$ cat config.mk
export PLATFORM = sky130hd
export DESIGN_NAME = aci_lerp
export DESIGN_NICKNAME = d
export VERILOG_FILES = /design/src/hdl/attenuation_coef_interpolator_assert.svh /design/src/hdl/aci_pkg.sv /design/src/hdl/aci_lerp.sv
export SDC_FILE = /design/constraint.sdc
export NUM_CORES = 2
export LEC_CHECK = 0
export BUFFER_PORTS_ARGS = -buffer_cell sky130_fd_sc_hd__buf_2
export CORE_AREA = 5 5 350 352
export DETAILED_ROUTE_END_ITERATION = 10
export DIE_AREA = 0 0 355 357
export GPL_TIMING_DRIVEN = 0
export PLACE_DENSITY = 0.81
export SYNTH_ARGS = -nofsm -noshare
export SYNTH_HDL_FRONTEND = slang
export SYNTH_SLANG_ARGS = --single-unit
export TNS_END_PERCENT = 10
$ cat constraint.sdc
create_clock -name clock -period 8.3 [get_ports clock]
set_clock_uncertainty 0.1 [all_clocks]
set_input_delay 0.415 -clock clock [delete_from_list [all_inputs] [get_ports clock]]
set_output_delay 0.415 -clock clock [all_outputs]
set_load 0.02 [all_outputs]
$ cat src/hdl/attenuation_coef_interpolator_assert.svh
// Assertion macros for the attenuation coefficient interpolator
`ifndef ATTENUATION_COEF_INTERPOLATOR_ASSERT_SVH
`define ATTENUATION_COEF_INTERPOLATOR_ASSERT_SVH

// antecedent implies consequent in the same cycle
`define ACI_ASSERT_IMPL(label, ante, cons, msg) \
   label: assert property (@(posedge clock) disable iff (reset) (ante) |-> (cons)) \
      else $error(msg);

// antecedent implies consequent in the next cycle
`define ACI_ASSERT_NEXT(label, ante, cons, msg) \
   label: assert property (@(posedge clock) disable iff (reset) (ante) |=> (cons)) \
      else $error(msg);

`endif

$ cat src/hdl/aci_pkg.sv
package aci_pkg;

   localparam int unsigned DIST_W  = 24;
   localparam int unsigned COEF_W  = 25;
   localparam int unsigned OFF_W   = 21;
   localparam int unsigned SPAN_W  = 21;
   localparam int unsigned HALF_W  = 20;
   localparam int unsigned K_W     = 36;
   localparam int unsigned K_LO_W  = 18;
   localparam int unsigned HK_W    = 22;
   localparam int unsigned FRAC    = 22;
   localparam int unsigned NUM_W   = 46;
   localparam int unsigned EST_W   = OFF_W + K_W;
   localparam int unsigned BRK_CNT = 12;
   localparam int unsigned SEG_CNT = BRK_CNT - 1;
   localparam int unsigned SEG_W   = 4;

   localparam logic [DIST_W-1:0] BRK_X [BRK_CNT] = '{
      24'd2867,   24'd5325,   24'd8192,   24'd13107,  24'd20480,  24'd26624,
      24'd40960,  24'd65536,  24'd81920,  24'd133120, 24'd245760, 24'd1331200
   };

   localparam logic [COEF_W-1:0] BRK_LIN [BRK_CNT] = '{
      25'd11744051, 25'd5872026, 25'd3690988, 25'd2348810, 25'd1509949, 25'd1174405,
      25'd754975,   25'd452985,  25'd369099,  25'd234881,  25'd117441,  25'd23488
   };

   localparam logic [COEF_W-1:0] BRK_QUAD [BRK_CNT] = '{
      25'd30198989, 25'd7381975, 25'd3355443, 25'd1174405, 25'd536871, 25'd285213,
      25'd125829,   25'd46976,   25'd31877,   25'd11744,   25'd3355,   25'd117
   };

   typedef enum logic [1:0] {
      ST_OK    = 2'd0,
      ST_BELOW = 2'd1,
      ST_ABOVE = 2'd2
   } status_type;

   // per-segment constants for one coefficient
   typedef struct packed {
      logic [K_W-1:0]    k;     // ceil(dy * 2^FRAC / span)
      logic [HK_W-1:0]   hk;    // ceil(half * 2^FRAC / span)
      logic [COEF_W-1:0] dy;
      logic [SPAN_W-1:0] span;
      logic [HALF_W-1:0] half;
      logic [COEF_W-1:0] y0;
   } seg_tab_type;

   typedef struct packed {
      logic              valid;
      status_type        status;
      logic [SEG_W-1:0]  seg;
      logic [DIST_W-1:0] distance;
   } seg_out_type;

endpackage

$ cat src/hdl/aci_lerp.sv
module aci_lerp (
   input  logic                       clock,
   input  logic                       adv,
   input  logic [aci_pkg::OFF_W-1:0]  off,
   input  aci_pkg::seg_tab_type       tab,
   input  logic                       clear,
   output logic [aci_pkg::COEF_W-1:0] coef
);
   import aci_pkg::*;

   localparam int unsigned K_HI_W = K_W - K_LO_W;

   // stage 2: products
   logic [OFF_W+K_HI_W-1:0] p_hi_ff, p_hi_in;
   logic [OFF_W+K_LO_W-1:0] p_lo_ff, p_lo_in;
   logic [NUM_W-1:0]        n2_ff, n2_in;
   logic [HK_W-1:0]         hk2_ff;
   logic [HALF_W-1:0]       half2_ff;
   logic [SPAN_W-1:0]       span2_ff;
   logic [COEF_W-1:0]       y02_ff;

   // stage 3: quotient estimate and numerator
   logic [EST_W-1:0]        est_sum;
   logic [COEF_W-1:0]       q3_ff, q3_in;
   logic [NUM_W-1:0]        n3_ff, n3_in;
   logic [SPAN_W-1:0]       span3_ff;
   logic [COEF_W-1:0]       y03_ff;

   // stage 4: back-multiply
   logic [NUM_W-1:0]        m4_ff, m4_in;
   logic [NUM_W-1:0]        n4_ff;
   logic [COEF_W-1:0]       q4_ff;
   logic [COEF_W-1:0]       y04_ff;

   // stage 5: correction
   logic [COEF_W-1:0]       q_fix;
   logic [COEF_W-1:0]       coef_ff, coef_in;

   always_comb begin
      p_hi_in = (OFF_W+K_HI_W)'(off) * (OFF_W+K_HI_W)'(tab.k[K_W-1:K_LO_W]);
      p_lo_in = (OFF_W+K_LO_W)'(off) * (OFF_W+K_LO_W)'(tab.k[K_LO_W-1:0]);
      n2_in   = NUM_W'(off) * NUM_W'(tab.dy);

      est_sum = (EST_W'(p_hi_ff) << K_LO_W) + EST_W'(p_lo_ff) + EST_W'(hk2_ff);
      q3_in   = est_sum[FRAC +: COEF_W];
      n3_in   = n2_ff + NUM_W'(half2_ff);

      m4_in   = NUM_W'(q3_ff) * NUM_W'(span3_ff);

      q_fix   = q4_ff - COEF_W'(m4_ff > n4_ff);
      coef_in = clear ? '0 : y04_ff - q_fix;
   end

   always_ff @(posedge clock) begin
      if (adv) begin
         p_hi_ff  <= p_hi_in;
         p_lo_ff  <= p_lo_in;
         n2_ff    <= n2_in;
         hk2_ff   <= tab.hk;
         half2_ff <= tab.half;
         span2_ff <= tab.span;
         y02_ff   <= tab.y0;

         q3_ff    <= q3_in;
         n3_ff    <= n3_in;
         span3_ff <= span2_ff;
         y03_ff   <= y02_ff;

         m4_ff    <= m4_in;
         n4_ff    <= n3_ff;
         q4_ff    <= q3_ff;
         y04_ff   <= y03_ff;

         coef_ff  <= coef_in;
      end
   end

   assign coef = coef_ff;

endmodule

# Word level (Yosys, flattened, before mapping)
# Index checks and enable logic that the tools add are counted.
dict set report word_totals {
  register_bits 486
  output_inout_bits 25
  in_bits 173
}
dict set report classes {
  mul 4
  order_cmp 1
  add_sub_neg 5
}
# cell n
set op_table {}
lappend op_table {{$add 47x22->47} 1}
lappend op_table {{$add 47x39->47} 1}
lappend op_table {{$add 46x20->46} 1}
lappend op_table {{$gt 46x46->1} 1}
lappend op_table {{$mul 21x25->46} 1}
lappend op_table {{$mul 25x21->46} 1}
lappend op_table {{$mul 21x18->39} 1}
lappend op_table {{$mul 21x18->29} 1}
lappend op_table {{$sub 25x1->25} 1}
lappend op_table {{$sub 25x25->25} 1}

# Depth between registers and ports, before layout
dict set report logic_depth {
  ltp_word 3
  depth_mapped 28
  depth_no_buf 27
}

# Least setup slack after synthesis
# OpenSTA, ideal clock, no wires.
dict set report synth_path {
  path_kind {input to register}
  start {in off[5] (netlist name)}
  end {reg n2_ff[40], data pin}
  required_time_ns 7.938
  setup_slack_ns 1.199
  arrival_time_ns 6.739
  setup_ns 0.262
  cell_stages 27
  cell_sequence {clkbuf_1 clkbuf_1 and2_1 fa_1 fa_1 inv_1 fa_1 inv_1 fa_1 inv_1 fa_1 inv_1 fa_1 inv_1 fa_1 inv_1 ha_1 a21oi_1 o211ai_1 a41o_1 a21oi_2 nor2_1 o41ai_2 o211ai_1 a31oi_2 o21bai_1 xor2_1}
}
dict set report synth_via {
  elab_chain_cells 1
}
# item line_no
set synth_rtl {}
lappend synth_rtl {{start: declaration} aci_lerp.sv:4} ;# input logic [aci_pkg::OFF_W-1:0] off,
lappend synth_rtl {{$mul 21x25->46} aci_lerp.sv:42} ;# n2_in = NUM_W'(off) * NUM_W'(tab.dy);
lappend synth_rtl {{via n2_in[40]} aci_lerp.sv:16} ;# logic [NUM_W-1:0] n2_ff, n2_in;
lappend synth_rtl {{end signal: assignment} aci_lerp.sv:58} ;# n2_ff <= n2_in;
lappend synth_rtl {{end: declaration} aci_lerp.sv:16}
# The timed path passes the listed nets, and every way through them passes these cells.
# A chain may end at the register's enable or synchronous reset.

# Worst setup path after layout
dict set report layout_path {
  start {in off[9] (netlist name)}
  end {reg n2_ff[40], data pin}
}
# Same word-level chain as after synthesis.

==> reports/metrics.csv <==
metric,value,unit
status,finished clean,
worst skew pair latency,690,ps
Max Clock Freq,0.123,GHz
synthesized cell area,0.0767,mm^2
CTS tree,done,
nets,10400,
DPL Wire Length,183000,um
RePlAce Congestion,1.00,
Rel. slew slack,12.2,%
final global-route overflow total,0,
ranking of synthesized cells by area,"fa_1, edfxtp_1, ha_1",
initial antenna violation count,34,
design area,0.0825,mm^2
Syn Inst Count,7741,
Remaining DRCs,0,
# rows,127,
post-route insts no fill,9673,
total number of vias,56300,
synthesis-to-finish area growth,7.59,%
height of the chip,357,um
first-pass GRT wire length,345000,um
Sink Count,486,
syn_nets,10000,
Netlist cell types,84,
Initial Utilization,64.4,%
vias per cell,5.82,
r2r startpoint,span3_ff[14],
Final setup viols,0,
"FF+latch count, synth",486,
"Worst Path Class, Setup",input pin to register,
Critical Path End Type,register,
ys flop type,edfxtp_1,
Tcrit/Tclk final,98.3,%
Port Buffers,180,
top cell type's share of synthesized area,37.6,%
placed cell area,0.0796,mm^2
Syn Area/Cell,9.91,um^2
Slew @ Worst Pin,1320,ps
sequential share of the synthesized area,19.0,%
core box area,0.119,mm^2
Max Cap Viol,0,
H-tree depth,2,
total track usage,36.1,%
Antenna Nets Post-Route,0,
number of global-route vias before repair,60400,
Async SR Flop Fraction,0,%
clock tree buffer depth,3,
hold crit path type,input pin to register,
Fin. Hold Viols,0,
RSZ-0062 raised after global routing,true,
maximum fanout along the worst path,10,
die width,355,um
Initial DRT Pass Iterations,7,
Post-Route WL,224000,um
Hold Slack,119,ps
Boundary Pins,198,
layout cells sized above 1,4.27,%
Sum Neg Setup Slack,0,ps
startpoint types,input pin,
met2 Use GR,57.9,%
worst hold start,tab[131],
Die ar.,0.127,mm^2
met1 Usage GRT,43.5,%
Routed wire per std cell,23.2,um
cell count after placement,9473,
Setup crit start,off[9],
largest net degree at the start of global routing,120,
Post-synth EDFFs,486,
Critical Path RT,8670,ps
Yosys top cell by area,fa_1,
Worst-path clk slew,60,ps
GR Layer Usage met3,9.28,%
Root Buffer,clkbuf_16,
synth warn,0,
Slew Limit Fails,0,
grt peak-use layer,met2,
Initial DRC Count,4819,
Period minus WS final,8160,ps
clock buffer count from CTS,52,
crit path DAT,8530,ps
## Yosys cell counts, types with 31 or more instances
| library cell | instances |
|---|---|
| nand2_1 | 1078 |
| nor3_1 | 45 |
| o21a_1 | 37 |
| o21ai_0 | 78 |
| a21oi_1 | 167 |
| a21o_1 | 86 |
| nand2b_1 | 35 |
| ha_1 | 683 |
| nor2_1 | 144 |
| inv_1 | 1707 |
| xor2_1 | 74 |
| edfxtp_1 | 486 |
| xnor2_1 | 156 |
| nand3_1 | 53 |
| clkbuf_1 | 353 |
| and2_1 | 775 |
| fa_1 | 1439 |
| o21ai_1 | 35 |
| nor2b_1 | 31 |
## timing repair
item | in CTS | in global routing
buffers inserted | 0 | 2
endpoints found under the setup margin | 2 | 17
resized for setup | 2 | 54
hold endpoints to repair | 89 | 0
hold buffers | 89 | 0
## metrics by stage
stage | setup WS, ps | util, %
final | 143 | 69.3
after global routing | -30.0 | 69.3
after CTS | 2.01 | 69.2
after detailed placement | -653 | 66.9
after global placement | -527 | 66.8
after floorplan | 1200 | -
## routing by layer
| metal | share of wire, % | wire [um] |
|---|---|---|
| met3 | 11 | 24100 |
| met4 | 8.4 | 18800 |
| met2 | 46 | 103000 |
| met1 | 35 | 78200 |
| met5 | 0.072 | 162 |
## final timing paths
kind	end	slack [ps]	depth (start not counted)
setup / recovery	n2_ff[40]	140	25
hold / removal	p_hi_ff[0]	120	2
setup reg to reg	m4_ff[44]	230	24
hold reg to reg	y03_ff[5]	320	0
## critical path: stages
cell	delay, ps
clkbuf_1	700
clkbuf_1	640
and2_1	260
fa_1	390
inv_1	80
fa_1	430
fa_1	490
fa_1	580
inv_1	60
fa_1	440
fa_1	490
inv_1	50
fa_1	470
inv_1	40
ha_1	330
o21ai_0	180
nand2b_1	90
a41o_1	260
a21oi_2	270
nor2_1	170
o41ai_2	530
o211ai_1	350
a31oi_2	380
o21bai_1	130
xor2_1	280
## cell type report
type | count | area [um^2]
Clock inverter | 35 | 532
Inverter | 1707 | 6410
Timing Repair Buffer | 275 | 1930
Tap cell | 1548 | 1940
Buffer | 358 | 1400
Fill cell | 8853 | 36500
Multi-Input combinational cell | 5187 | 54300
Sequential cell | 486 | 14600
Antenna cell | 18 | 45.0
Clock buffer | 59 | 1330
## state kept, by name, indices dropped and copies added (netlist names)
signal    cells
m4_ff        46
q4_ff        25
n4_ff        46
n3_ff        46
span3_ff     21
p_hi_ff      29
y02_ff       25
y04_ff       25
p_lo_ff      39
n2_ff        46
span2_ff     21
y03_ff       25
q3_ff        25
half2_ff     20
hk2_ff       22
coef         25
## kinds of logic after synthesis
group / count (synthesis) / share of synthesized area, %
AOI/OAI and AO/OA: 566 / 4.90
xor gates and xnor gates: 230 / 2.63
buffers and inverters: 2068 / 10.2
adders and majority gates: 2122 / 48.7
DFF: 486 / 19.0
and+or+nand+nor: 2268 / 14.6
muxes: 1 / 0.0147
## layout by cell type (no fill, tap or decap), types with 89 or more instances in the layout
| cell | netlist | final |
|---|---|---|
| nand2_1 | 1078 | 1078 |
| nor2_1 | 144 | 144 |
| dlygate4sd3_1 | 0 | 89 |
| edfxtp_1 | 486 | 486 |
| buf_2 | 2 | 182 |
| fa_1 | 1439 | 1439 |
| ha_1 | 683 | 683 |
| and2_1 | 775 | 775 |
| xnor2_1 | 156 | 156 |
| a21oi_1 | 167 | 166 |
| inv_1 | 1707 | 1707 |
| clkbuf_1 | 353 | 332 |
Power is not shown: default switching activity piles up to over one toggle a cycle in this logic, so the estimate is an artifact.
