**config.mk**
```make
export PLATFORM = sky130hd
export DESIGN_NAME = aci_seg
export DESIGN_NICKNAME = d
export VERILOG_FILES = /design/src/hdl/attenuation_coef_interpolator_assert.svh /design/src/hdl/aci_pkg.sv /design/src/hdl/aci_seg.sv
export SDC_FILE = /design/constraint.sdc
export NUM_CORES = 1
export LEC_CHECK = 0
export BUFFER_PORTS_ARGS = -buffer_cell sky130_fd_sc_hd__buf_4
export CORE_MARGIN = 10
export CORE_UTILIZATION = 49
export CTS_BUF_LIST = sky130_fd_sc_hd__clkbuf_4 sky130_fd_sc_hd__clkbuf_8
export DETAILED_ROUTE_END_ITERATION = 8
export GPL_ROUTABILITY_DRIVEN = 0
export MAX_ROUTING_LAYER = met4
export PLACE_DENSITY = 0.81
export SLEW_MARGIN = 30
export SYNTH_ARGS = -nofsm -noshare
export SYNTH_HDL_FRONTEND = slang
export SYNTH_SLANG_ARGS = --single-unit
```
**constraint.sdc**
```tcl
create_clock -name clock -period 2.8 [get_ports clock]
set_input_delay 0.56 -clock clock [delete_from_list [all_inputs] [get_ports clock]]
set_output_delay 0.56 -clock clock [all_outputs]
set_load 0.02 [all_outputs]
```
**src/hdl/attenuation_coef_interpolator_assert.svh**
```systemverilog
// Assertion macros for the attenuation coefficient interpolator
`ifndef ATTENUATION_COEF_INTERPOLATOR_ASSERT_SVH
`define ATTENUATION_COEF_INTERPOLATOR_ASSERT_SVH

// antecedent implies consequent in the same cycle
`define ACI_ASSERT_IMPL(label, ante, cons, msg) \
   label: assert property (@(posedge clock) disable iff (reset) (ante) |-> (cons)) \
      else $error(msg);

// antecedent implies consequent in the next cycle
`define ACI_ASSERT_NEXT(label, ante, cons, msg) \
   label: assert property (@(posedge clock) disable iff (reset) (ante) |=> (cons)) \
      else $error(msg);

`endif

```
**src/hdl/aci_pkg.sv**
```systemverilog
package aci_pkg;

   localparam int unsigned DIST_W  = 24;
   localparam int unsigned COEF_W  = 25;
   localparam int unsigned OFF_W   = 21;
   localparam int unsigned SPAN_W  = 21;
   localparam int unsigned HALF_W  = 20;
   localparam int unsigned K_W     = 36;
   localparam int unsigned K_LO_W  = 18;
   localparam int unsigned HK_W    = 22;
   localparam int unsigned FRAC    = 22;
   localparam int unsigned NUM_W   = 46;
   localparam int unsigned EST_W   = OFF_W + K_W;
   localparam int unsigned BRK_CNT = 12;
   localparam int unsigned SEG_CNT = BRK_CNT - 1;
   localparam int unsigned SEG_W   = 4;

   localparam logic [DIST_W-1:0] BRK_X [BRK_CNT] = '{
      24'd2867,   24'd5325,   24'd8192,   24'd13107,  24'd20480,  24'd26624,
      24'd40960,  24'd65536,  24'd81920,  24'd133120, 24'd245760, 24'd1331200
   };

   localparam logic [COEF_W-1:0] BRK_LIN [BRK_CNT] = '{
      25'd11744051, 25'd5872026, 25'd3690988, 25'd2348810, 25'd1509949, 25'd1174405,
      25'd754975,   25'd452985,  25'd369099,  25'd234881,  25'd117441,  25'd23488
   };

   localparam logic [COEF_W-1:0] BRK_QUAD [BRK_CNT] = '{
      25'd30198989, 25'd7381975, 25'd3355443, 25'd1174405, 25'd536871, 25'd285213,
      25'd125829,   25'd46976,   25'd31877,   25'd11744,   25'd3355,   25'd117
   };

   typedef enum logic [1:0] {
      ST_OK    = 2'd0,
      ST_BELOW = 2'd1,
      ST_ABOVE = 2'd2
   } status_type;

   // per-segment constants for one coefficient
   typedef struct packed {
      logic [K_W-1:0]    k;     // ceil(dy * 2^FRAC / span)
      logic [HK_W-1:0]   hk;    // ceil(half * 2^FRAC / span)
      logic [COEF_W-1:0] dy;
      logic [SPAN_W-1:0] span;
      logic [HALF_W-1:0] half;
      logic [COEF_W-1:0] y0;
   } seg_tab_type;

   typedef struct packed {
      logic              valid;
      status_type        status;
      logic [SEG_W-1:0]  seg;
      logic [DIST_W-1:0] distance;
   } seg_out_type;

endpackage

```
**src/hdl/aci_seg.sv**
```systemverilog
module aci_seg (
   input  logic                       clock,
   input  logic                       reset,
   input  logic                       adv,
   input  logic                       req_valid,
   input  logic [aci_pkg::DIST_W-1:0] req_distance,
   output aci_pkg::seg_out_type       seg_out
);
   import aci_pkg::*;

   logic              valid_ff;
   logic              valid_in;
   status_type        status_ff;
   status_type        status_in;
   logic [SEG_W-1:0]  seg_ff;
   logic [SEG_W-1:0]  seg_in;
   logic [DIST_W-1:0] dist_ff;

   always_comb begin
      valid_in = req_valid;
      seg_in   = SEG_W'(SEG_CNT - 1);
      for (int i = SEG_CNT - 1; i >= 0; i--) begin
         if (req_distance <= BRK_X[i+1]) begin
            seg_in = SEG_W'(i);
         end
      end
      if (req_distance < BRK_X[0]) begin
         status_in = ST_BELOW;
      end else if (req_distance > BRK_X[BRK_CNT-1]) begin
         status_in = ST_ABOVE;
      end else begin
         status_in = ST_OK;
      end
   end

   always_ff @(posedge clock) begin
      if (reset) begin
         valid_ff <= 1'b0;
      end else if (adv) begin
         valid_ff <= valid_in;
      end
   end

   always_ff @(posedge clock) begin
      if (adv) begin
         status_ff <= status_in;
         seg_ff    <= seg_in;
         dist_ff   <= req_distance;
      end
   end

   assign seg_out = '{valid: valid_ff, status: status_ff, seg: seg_ff, distance: dist_ff};

endmodule

```
Word-level counts from Yosys, hierarchy flattened
Cells that the tools add are included.

storage, ports and cells
  output and inout bits = 31
  flip-flop bits (word level) = 31
  input port bits = 28
  logic and storage cells = 32

operators by class
  reductions and logical operators = 3
  multiplexer cells = 10
  magnitude comparators = 12

operators by type and width
  cell                                                                                 number
  24-bit by 14-bit less-or-equal comparator with 1-bit output (second input constant)  2
  24-bit by 15-bit less-or-equal comparator with 1-bit output (second input constant)  2
  24-bit by 17-bit less-or-equal comparator with 1-bit output (second input constant)  2
  24-bit by 18-bit less-or-equal comparator with 1-bit output (second input constant)  2
  24-bit by 21-bit > comparator with 1-bit output (second input constant)              1
  24-bit by 13-bit less-or-equal comparator with 1-bit output (second input constant)  1
  24-bit by 16-bit less-or-equal comparator with 1-bit output (second input constant)  1
  24-bit by 12-bit < comparator with 1-bit output (second input constant)              1
  3-bit two-way mux                                                                    4
  2-bit two-way mux                                                                    5
  8-bit OR reduction                                                                   1
  4-bit OR reduction                                                                   1
  2-bit OR reduction                                                                   1
  1-bit two-way mux                                                                    1

Depth between registers and ports, before layout
Gate-level depths: netlist of run 1.

  depth in word-level cells = 10
  gate-level depth with buffers = 6
  gate-level depth less buffers = 5

Worst setup path after synthesis of run 1
Ideal clock, no wire load.

  path type = input -> register
  start = input port req_distance[22] in the netlist's numbering
  end = register seg_ff[0], data pin
  setup time = 0.167 ns
  data required time = 2.633 ns
  setup slack = 0.504 ns
  buffers on the path = 0
  cell stages on the path = 5
  arrival = 2.129 ns
  cells stage by stage = or3_4 > or3_1 > or2_0 > or4_1 > a211oi_1

on the way
  word-level cells in the longest chain between the ends = 10
  elaborated cells on any way between the ends = 19
  classes of those cells = order compare (10); mux (9)

RTL lines
  element                                                      line           source
  start, declared                                              aci_seg.sv:6   input logic [aci_pkg::DIST_W-1:0] req_distance,
  24-bit by 18-bit less-or-equal comparator with 1-bit output  aci_seg.sv:23  if (req_distance <= BRK_X[i+1]) begin
  2-bit two-way mux (2 in series)                              aci_seg.sv:23
  3-bit two-way mux (4 in series)                              aci_seg.sv:23
  2-bit two-way mux (2 in series)                              aci_seg.sv:23
  1-bit two-way mux                                            aci_seg.sv:23
  end signal, assigned                                         aci_seg.sv:47  seg_ff <= seg_in;
  end, declared                                                aci_seg.sv:15  logic [SEG_W-1:0] seg_ff;

Several ways; a longest one is shown, not always the timed one.
A chain may end at the register's enable or synchronous reset.

Worst setup path in the final report of run 1
Ends and elaborated chain as after synthesis.

==> out/summary.txt, run 1 <==
yosys warns = 0
1st-iter DRT viols = 105
die width = 73.69 um
largest net degree at the start of global routing = 32
detailed placement HPWL = 2.689 mm
Distinct cells, synth = 37
gr ovfl total = 0
IO Count = 59
worst-skew pair later-pin latency = 330 ps
Max stage delay on crit path = 520 ps
total CTS buffers = 5
CTS tree = yes
GRT Overall Usage = 13.95%
worst clock skew = 0 ps
Slowest cell on crit path = or4_1
asr flop ratio synth = 0%
# DRC = 0
FMAX = 452.0 MHz
fin util = 70.19%
most frequent cells in the layout = 58 x buf_4, 30 x edfxtp_1, 7 x nor2_1
synthesized area per cell = 12.84 um^2
final std cells w/o fill = 201
Bufs and invs on worst path = 1
drt wl/cell = 17.98 um
CTS clock-pin slew for the worst setup and hold paths = 100 ps
Final setup viols = 0
Clock Tree Buf Depth = 2
Post-synth EDFFs = 30
mapped cell area = 0.001413 mm^2
crit share post-route = 79.01%
Post-Place Cells = 193
Core Rows = 19
worst-path cell chain = buf_4 -> or3_4 -> or3_1 -> or2_0 -> or4_1 -> a211oi_1
commonest non-fill, non-tap cell in the layout = buf_4
antenna violations before repair = 0
startpoint types = primary input
LEAKAGE = 0.7588 nW
#FFs+latches synth = 31
Placed Area = 0.001859 mm^2
initial core utilization = 51.23%
Synth Instances = 110
layout cells sized above 1 = 42.35%
CP top delay family = simple AND/OR/NAND/NOR gates
clk sinks = 31
crit path capture type = flop
pre-CTS WS = 261.3 ps
max-cap violations = 0
First-pass DRT Iterations = 4
status = finished clean
routed wire length = 3.614 mm
Period minus WS final = 2212 ps
Design Power = 1.077 mW
setup TNS = 0 ps
pwr dens = 556.3 mW/mm^2
syn nets = 138
Via density = 5.990
Vias = 1204
vias in the first global route = 1183
CTS hold repair buffers = 0
Max Slew Vio Count = 0
Layout area overhead = 37.02%
RSZ-0062 raised after global routing = no
post-route ant nets = 0
Min Hold Slack = 374.4 ps
CP arrival = 2370 ps
Setup Buffers After CTS = 0
Crit Path Category = primary input to flop
post-route cell area = 0.001936 mm^2
worst hold path class = primary input to flop
die footprint = 0.005430 mm^2
Slew HR = 67.45%
Synth Flop Type = edfxtp_1
CP Max Fanout = 5
H-tree Lvls = 2
first-pass GRT wire length = 5.754 mm
Max VDD drop = 0.7650 mV
ant diodes = 0
cts repair resizes = 0
final hold violation count = 0
Port Buffers = 58
core area = 0.002758 mm^2
critical path required time = 2960 ps
post-route setup slack = 587.7 ps
fin nets = 197
root buf cell = clkbuf_4
Seq/Total Area, Yosys = 65.19%
Chip Height = 73.69 um
Slew @ Worst Pin = 484.2 ps
[worst paths after layout]
| kind | endpoint | start | slack, ps | cells after the start |
|---|---|---|---|---|
| worst max-delay path | seg_ff[0]$_SDFFCE_PP0P_ | req_distance[22] | 590 | 6 |
| worst min-delay path | valid_ff$_SDFFE_PP0P_ | reset | 370 | 2 |
| worst max register to register | valid_ff$_SDFFE_PP0P_ | valid_ff$_SDFFE_PP0P_ | 2200 | 2 |
| worst min register to register | valid_ff$_SDFFE_PP0P_ | valid_ff$_SDFFE_PP0P_ | 530 | 2 |
[power breakdown]
group	internal, mW	total [mW]	switching (mW)
logic	0.0795	0.187	0.108
clock network	0.183	0.336	0.152
registers	0.545	0.554	0.00917
[cells by family after synthesis]
logic type	count (synthesis)	share of synthesized area, %
muxes	1	0.7086
buffers and inverters	10	3.011
DFF	31	65.19
AOI/OAI and AO/OA	27	14.26
and+or+nand+nor	41	16.83
[cell usage after synthesis (2+ instances only)]
master    count  area, um^2
or4_1         2       15.01
clkbuf_1      4       15.01
nor2_1        7       26.28
and3_1        2       12.51
nor4_2        2       25.02
nand4_1       4       25.02
a31oi_1       2       12.51
nand3_1       6       30.03
edfxtp_1     30       900.9
a21oi_1       4       20.02
inv_1         3       11.26
a211oi_1      5       37.54
nand2_1       4       15.01
nor3_1        5       25.02
o21ai_0       4       20.02
a311o_1       2       20.02
a21o_1        3       22.52
or3_1         2       12.51
[layout make-up]
class / instances / area [um^2]
well taps: 31 / 38.79
inverters: 4 / 15.01
multi-input cells: 69 / 449.2
fillers: 190 / 822.0
repair buffers: 58 / 435.4
clock inverters: 3 / 38.79
clock buffers: 5 / 37.54
flip-flops and latches: 31 / 920.9
[flip-flops by register name, summed over array words and instances, names as in the netlist]
name and flops:
valid_ff 1, dist_ff 24, seg_ff 4, status_ff 2
[layer usage]
layer | up-vias | wire length (um) | global-route usage, % | share of wire [%]
met3 | 9 | 356 | 5.787 | 9.9
li1 | 559 | - | - | -
met1 | 576 | 1355 | 15.37 | 37
met4 | 0 | 69 | 6.211 | 1.9
met5 | - | 0 | - | 0
met2 | 60 | 1832 | 21.59 | 51
(Power assumes the default switching activity.)
==> run 2, diff against run 1 <==
==> constraint.sdc (replaced) <==
create_clock -name clock -period 2.1 [get_ports clock]
set_input_delay 0.42 -clock clock [delete_from_list [all_inputs] [get_ports clock]]
set_output_delay 0.42 -clock clock [all_outputs]
set_load 0.02 [all_outputs]
==> out/summary.txt, run 2 (synthesized netlist as in run 1, its figures left out) <==
status = finished clean
Worst Setup SP = req_distance[22]
die footprint = 0.005430 mm^2
Max stage delay on crit path = 410 ps
core area = 0.002758 mm^2
LEAKAGE = 0.8220 nW
commonest non-fill, non-tap cell in the layout = buf_4
CP top delay family = simple AND/OR/NAND/NOR gates
FMAX = 510.1 MHz
max-cap violations = 0
Period minus WS final = 1960 ps
Chip Height = 73.69 um
pwr dens = 713.5 mW/mm^2
total CTS buffers = 5
CTS clock-pin slew for the worst setup and hold paths = 90 ps
layout cells sized above 1 = 46.45%
Design Power = 1.451 mW
First-pass DRT Iterations = 4
Setup Buffers After CTS = 0
H-tree Lvls = 2
fin util = 73.73%
Via density = 5.888
worst r2r path cells = 2
fin nets = 210
Clock Tree Buf Depth = 2
initial core utilization = 51.23%
GRT met2 Usage = 24.05%
ant diodes = 0
Post-Place Cells = 206
Port Buffers = 58
# DRC = 0
IO Count = 59
Slew HR = 74.08%
Max VDD drop = 0.7934 mV
Core Rows = 19
startpoint types = primary input
clk sinks = 31
most frequent cells in the layout = 71 x buf_4, 30 x edfxtp_1, 7 x nor2_1
min-delay src = reset
CTS hold repair buffers = 0
gr ovfl total = 0
Max Slew Vio Count = 0
CP arrival = 2140 ps
RSZ-0062 raised after global routing = no
detailed placement HPWL = 3.112 mm
Slew @ Worst Pin = 388.8 ps
final hold violation count = 0
CP Max Fanout = 2
Critical Path Sink = seg_ff[0]$_SDFFCE_PP0P_
antenna violations before repair = 0
critical path required time = 2280 ps
Layout area overhead = 43.93%
worst hold path class = primary input to flop
final std cells w/o fill = 214
worst-path cell chain = buf_4 -> or3_4 -> or3_1 -> or2_0 -> or4_1 -> a211oi_1
FILL cells = 166
largest net degree at the start of global routing = 32
GRT Overall Usage = 15.41%
die width = 73.69 um
Top Registers = dist_ff: 24 flops, seg_ff: 4 flops, status_ff: 2 flops
CP Depth = 6
CTS tree = yes
post-route ant nets = 0
Top reg by flops = dist_ff
Global Route met3 Usage = 5.922%
FF-to-FF setup slack = 1510 ps
worst-skew pair later-pin latency = 330 ps
first-pass GRT wire length = 6.216 mm
Largest register FFs = 24
vias in the first global route = 1265
Bufs and invs on worst path = 1
Crit Path Category = primary input to flop
FF-to-FF Start = valid_ff$_SDFFE_PP0P_
met1 Usage GRT = 15.22%
Final setup viols = 0
worst clock skew = 0 ps
routed wire length = 4.039 mm
Slowest cell on crit path = or4_1
cts repair resizes = 0
Vias = 1260
root buf cell = clkbuf_4
drt wl/cell = 18.87 um
Most Crowded Layer GR = met2
1st-iter DRT viols = 106
Critical R2R Capture = valid_ff$_SDFFE_PP0P_
crit share post-route = 93.36%
crit path capture type = flop
## run 2: cell types whose count changed in the layout (fill, tap and decap cells not counted)
cell / before / now
buf_4: 58 / 71
## run 2: power by group
group	leakage [nW]	switching, mW	total [mW]	internal (mW)
clock network	0.0426	0.201	0.446	0.244
logic	0.478	0.150	0.266	0.117
registers	0.302	0.0119	0.739	0.727
total	0.822	0.363	1.45	1.09
## run 2: how the worst min path moves through the flow
stage                            end  slack, ps  depth (start not counted)
2_1_floorplan  valid_ff$_SDFFE_PP0P_        460                          2
3_3_place_gp   valid_ff$_SDFFE_PP0P_        480                          2
3_5_place_dp   valid_ff$_SDFFE_PP0P_        500                          2
4_1_cts        valid_ff$_SDFFE_PP0P_        220                          2
5_1_grt        valid_ff$_SDFFE_PP0P_        220                          2
6_report       valid_ff$_SDFFE_PP0P_        240                          2
## run 2: layout make-up
cell class              count  area, um^2  share of cell area, %
repair buffers             71       533.0                  26.22
multi-input cells          69       449.2                  22.09
well taps                  31       38.79                  1.908
clock inverters             3       38.79                  1.908
clock buffers               5       37.54                  1.846
flip-flops and latches     31       920.9                  45.29
inverters                   4       15.01                 0.7385
## run 2: per-stage QoR
| stage | setup TNS, ps | instance area [um^2] | setup WS, ps | hold WS (ps) |
|---|---|---|---|---|
| finish | 0 | 2033 | 139.5 | 235.7 |
| global route | 0 | 2033 | 106.1 | 220.9 |
| CTS | 0 | 2033 | 160.6 | 223.2 |
| detailed placement | -279.7 | 1957 | -195.5 | 504.7 |
| global placement | -223.8 | 1957 | -188.6 | 482.6 |
| floorplan | -35.71 | 1413 | -35.71 | 461.7 |
## run 2: layer usage
metal | vias to the layer above | part of all wire [%]
li1 | 583 | -
met4 | 0 | 4.0
met2 | 73 | 52
met3 | 18 | 9.5
met5 | - | 0
met1 | 586 | 35
